### config.mk
export PLATFORM = sky130hd
export DESIGN_NAME = bsbe_divider
export DESIGN_NICKNAME = d
export VERILOG_FILES = /design/src/rtl/byte_stack_bytecode_executor_macros.svh /design/src/rtl/bsbe_pkg.sv /design/src/rtl/bsbe_divider.sv
export SDC_FILE = /design/constraint.sdc
export NUM_CORES = 1
export LEC_CHECK = 0
export BUFFER_PORTS_ARGS = -buffer_cell sky130_fd_sc_hd__buf_4
export CAP_MARGIN = 20
export CORE_ASPECT_RATIO = 0.5
export CORE_MARGIN = 2
export CORE_UTILIZATION = 25
export CTS_BUF_LIST = sky130_fd_sc_hd__clkbuf_8 sky130_fd_sc_hd__clkbuf_16
export DETAILED_ROUTE_END_ITERATION = 8
export REMOVE_ABC_BUFFERS = 1
export SLEW_MARGIN = 40
export SYNTH_ARGS = -nofsm -noshare
export SYNTH_HDL_FRONTEND = slang
export SYNTH_SLANG_ARGS = --single-unit
### constraint.sdc
create_clock -name clk -period 8.5 [get_ports clk]
set_input_delay 1.7 -clock clk [delete_from_list [all_inputs] [get_ports clk]]
set_output_delay 1.7 -clock clk [all_outputs]
set_load 0.005 [all_outputs]
### src/rtl/byte_stack_bytecode_executor_macros.svh
// Assertion macros for the executor's top-level RTL file.
`ifndef BYTE_STACK_BYTECODE_EXECUTOR_MACROS_SVH
`define BYTE_STACK_BYTECODE_EXECUTOR_MACROS_SVH

// Check a condition in the same cycle as its trigger.
`define BSBE_ASSERT_NOW(label, clk, rst, ante, cons, msg) \
  label: assert property (@(posedge clk) disable iff (rst) (ante) |-> (cons)) \
    else $error(msg);

// Check a condition in the cycle after its trigger.
`define BSBE_ASSERT_NEXT(label, clk, rst, ante, cons, msg) \
  label: assert property (@(posedge clk) disable iff (rst) (ante) |=> (cons)) \
    else $error(msg);

`endif

### src/rtl/bsbe_pkg.sv
// Shared constants, codes and types of the byte-stack bytecode executor.
package bsbe_pkg;

  localparam int STACK_BYTES = 65536;
  localparam int MAX_PRINT   = 64;
  localparam int ADDR_W      = $clog2(STACK_BYTES);
  localparam int FILL_W      = ADDR_W + 1;
  localparam int WORD_W      = 32;
  localparam int WORD_BYTES  = WORD_W / 8;
  localparam int BE_W        = 2 * WORD_BYTES;
  localparam int ROW_W       = ADDR_W - 2;
  localparam int BANK_AW     = ROW_W - 1;
  localparam int BANK_ROWS   = STACK_BYTES / (2 * WORD_BYTES);
  localparam int LEN_W       = 7;
  localparam int DIV_CNT_W   = $clog2(WORD_W);

  typedef enum logic [2:0] {
    OP_PUSH_IMM  = 3'd0,
    OP_PUSH_COPY = 3'd1,
    OP_ADD       = 3'd2,
    OP_SUB       = 3'd3,
    OP_MUL       = 3'd4,
    OP_DIV       = 3'd5,
    OP_PUSH_BYTE = 3'd6,
    OP_EMIT      = 3'd7
  } op_t;

  typedef enum logic [1:0] {
    ST_OK       = 2'd0,
    ST_OVERFLOW = 2'd1,
    ST_BEYOND   = 2'd2,
    ST_DIVZERO  = 2'd3
  } status_t;

  typedef enum logic [3:0] {
    S_IDLE,
    S_DECODE,
    S_RD_B,
    S_OP,
    S_DIV,
    S_COPY,
    S_WRITE,
    S_RESULT,
    S_PRINT
  } state_t;

  typedef struct packed {
    logic              rd_en;
    logic [ADDR_W-1:0] rd_offset;
    logic              wr_en;
    logic              wr_single;
    logic [ADDR_W-1:0] wr_offset;
    logic [WORD_W-1:0] wr_data;
  } mem_req_t;

endpackage

### src/rtl/bsbe_divider.sv
// Iterative signed divider, one quotient bit per cycle, truncating to zero.
module bsbe_divider (
  input  logic        clk,
  input  logic        rst,
  input  logic        start,
  input  logic [31:0] dividend,
  input  logic [31:0] divisor,
  output logic        done,
  output logic [31:0] quotient
);
  import bsbe_pkg::*;

  logic                 busy;
  logic [DIV_CNT_W-1:0] count;
  logic [WORD_W-1:0]    rem, quo, mag_b;
  logic                 neg;
  logic [WORD_W:0]      trial;
  logic [WORD_W-1:0]    rem_next, quo_next;

  always_comb begin
    trial = {rem, quo[WORD_W-1]} - {1'b0, mag_b};
    if (!trial[WORD_W]) begin
      rem_next = trial[WORD_W-1:0];
      quo_next = {quo[WORD_W-2:0], 1'b1};
    end else begin
      rem_next = {rem[WORD_W-2:0], quo[WORD_W-1]};
      quo_next = {quo[WORD_W-2:0], 1'b0};
    end
  end

  always_ff @(posedge clk) begin
    if (rst) begin
      busy  <= 1'b0;
      done  <= 1'b0;
      count <= '0;
    end else begin
      done <= 1'b0;
      if (start) begin
        busy  <= 1'b1;
        count <= '0;
      end else if (busy) begin
        count <= count + DIV_CNT_W'(1);
        if (count == DIV_CNT_W'(WORD_W - 1)) begin
          busy <= 1'b0;
          done <= 1'b1;
        end
      end
    end
  end

  always_ff @(posedge clk) begin
    if (start) begin
      rem   <= '0;
      quo   <= dividend[WORD_W-1] ? -dividend : dividend;
      mag_b <= divisor[WORD_W-1] ? -divisor : divisor;
      neg   <= dividend[WORD_W-1] ^ divisor[WORD_W-1];
    end else if (busy) begin
      rem <= rem_next;
      quo <= quo_next;
    end
  end

  assign quotient = neg ? -quo : quo;

endmodule

==> summary.md <==
| Metric | Value |
|---|---|
| GRT Residual Overflow | 0 |
| Via density | 4.88 |
| Synth Flop Type | edfxtp_1 |
| Largest net degree at the start of global routing | 89 |
| P&R area growth vs syn | 18.7% |
| Data arrival time of the critical path | 3.49 ns |
| Slew Viols, Final | 0 |
| Final core occ | 30.1% |
| Detailed Route WL | 20200 um |
| Slew HR | 52.3% |
| Worst Path Required | 6.80 ns |
| Synth cell types | 58 |
| CP Cell Sequence | nor3_2, nand3_1, or4_4, or3_1, or4_4, nand2b_4, or3_4, o21ai_2, xnor2_1, buf_4 |
| Hold slack | 0.498 ns |
| CP most frequent cell | or4_4 |
| Combinational family with the most area after synthesis | compound AO/OA/AOI/OAI gates |
| Synthesized flop and latch total | 104 |
| Yosys top cell area share | 25.4% |
| Total CTS buffers | 9 |
| DR WL met3 | 945 um |
| Simple-Gate Fraction of Synth Area | 15.6% |
| F_max | 193 MHz |
| Async SR Flop Fraction | 0% |
| N_diodes | 0 |
| Register area share after synthesis | 35.5% |
| CTS tree | yes |
| Buf/Inv on CP | 1 |
| Status | finished clean |
| Root Buffer | clkbuf_16 |
| Maxcap violations | 0 |
| Per-cell routed wire length | 14.9 um |
| Count leader, synth | nor2_1 |
| Ys Warns | 0 |
| Gr usage total | 12.6% |
| Clk buf depth | 2 |
| First-pass GRT wire length | 32400 um |
| Mapped Area | 7690 um2 |
| Peak supply drop | 0.110 mV |
| Post-synth top cells | nor2_1, xnor2_1, nand2_1 |
| Rows | 45 |
| Complex-gate fraction of the synthesized area | 19.5% |
| Gate count after technology mapping | 878 |
| Cts hold-fix bufs | 0 |
| Wire length on met1 | 8270 um |
| Area of the core | 30300 um2 |
| Mux cell area share after synthesis | 4.22% |
| GP Congestion | 0.834 |
| Clock slew at reported path FFs | 0.07 ns |
| Final Cycle Share | 61.0% |
| Final Skew | 0.0123 ns |
| Clock sinks | 104 |
| Post-DP HPWL | 15500 um |
| Fraction of layout cells with a size suffix above 1 | 14.0% |
| Unrepaired setup endpoints after global routing | false |
| ANT nets after route | 0 |
| CP delay by family, top | simple AND/OR/NAND/NOR gates |
| Crit path kind | reg -> out |
| Max incr delay on CP | 0.47 ns |
| Number of synthesized flops with an enable pin | 65 |
| Post_cts resized | 0 |
| Die width | 252 um |
| DIE AREA | 32300 um2 |
| Largest cells by area after synthesis | edfxtp_1, dfxtp_1, xnor2_1 |
| Initial Util | 25.4% |
| Clock latency on the worst-skew pair | 0.36 ns |
| Static Leak | 0.00354 uW |
| Min-Delay Path Class | reg -> reg |
| Power density cells | 177 nW/um2 |
| DR iter-0 viols | 351 |
| Slew of the pin with the lowest slew margin | 0.715 ns |
| Nets | 1056 |
| DP Area | 8810 um2 |
| Library cell with the largest summed area after synthesis | edfxtp_1 |
| Die Y | 128 um |
| Inst Count DP | 1339 |
| Via count | 6613 |
| Count of non-filler cells in the finished layout | 1355 |
| Final instance area | 9120 um2 |
| Crit. End Element | output pin |
| Xor/xnor cell area share of the yosys netlist | 14.0% |
| Vias in the first global route | 6383 |
| DR DRC count | 0 |
| Antenna violations before repair | 0 |
| Slowest stage cell, crit path | edfxtp_1 |
| Fin Setup TNS | 0 ns |
| First drt pass iteration count | 5 |
| Io pins | 100 |
| Max FO, Critical Path | 4 |
| Final Hold Vio Count | 0 |
| Uppermost layer routed | met4 |
| Min Clock Period, post-route | 5.19 ns |
| CP startpoint kind | flip-flop |
| Avg Cell Area, Syn | 8.76 um2 |
| Htree depth | 3 |
| Setup repair bufs after CTS | 0 |
| PortBufs | 99 |
| Synth Area in Adders | 6.28% |
| Final setup viols | 0 |
| Metal2 WL | 10400 um |
==> state kept, by name (all words and copies together) (netlist names) <==
register,flops
busy,1
count,5
done,1
mag_b,32
neg,1
quo,32
rem,32
==> power by group <==
group	switching, uW	internal, uW	total, uW
Combinational	297	248	545
Sequential	43.6	596	640
Clock	197	236	432
==> metal layers <==
metal	vias to the layer above	track usage (%)
li1	3327	-
met1	3128	14.0
met2	124	23.0
met3	34	3.31
met4	0	5.12
met5	-	0
==> layout by cell type, fill, tap and decap left out, types with 18 or more instances in the layout <==
master and n:
a211oi_1 28, a21oi_1 68, buf_4 102, dfxtp_1 38
edfxtp_1 65, ha_1 37, inv_1 55, mux2i_1 29
nand2_1 69, nor2_1 87, o21ai_0 45, o31ai_1 24
or3_1 18, xnor2_1 82, xor2_1 41
==> worst min-delay path: stages (launching register included) <==
cell	delay, ns
dfxtp_1	0.35
nand2_1	0.06
o21ai_1	0.05
==> cell families (layout without fill, tap and decap cells) <==
logic type	after synthesis	after routing
xor+xnor	123	123
fa+ha+maj	38	38
compound gates	234	234
simple gates	250	250
buf+inv	97	175
flops	104	104
mux	32	32
==> metrics by stage <==
stage | total power [uW] | setup WS [ns]
floorplan | 994 | 4.01
global placement | 1190 | 3.69
detailed placement | 1200 | 3.65
CTS | 1630 | 3.31
global route | 1720 | 3.17
finish | 1620 | 3.31
==> area by class of cell <==
class	count	area (um2)
Multi-Input combinational cell	677	4580
Clock inverter	4	31.3
Sequential cell	104	2730
Inverter	55	206
Fill cell	3199	21200
Timing Repair Buffer	104	788
Tap cell	399	499
Clock buffer	12	278
==> final timing paths <==
check	startpoint	end	slack, ns	depth (start not counted)
setup / recovery	quo[4]	quotient[28]	3.31	10
setup reg to reg	quo[31]	rem[0]	4.43	13
hold / removal	rem[1]	rem[1]	0.50	2
hold reg to reg	rem[1]	rem[1]	0.50	2
Note: power is estimated with default switching activity, not from simulation.
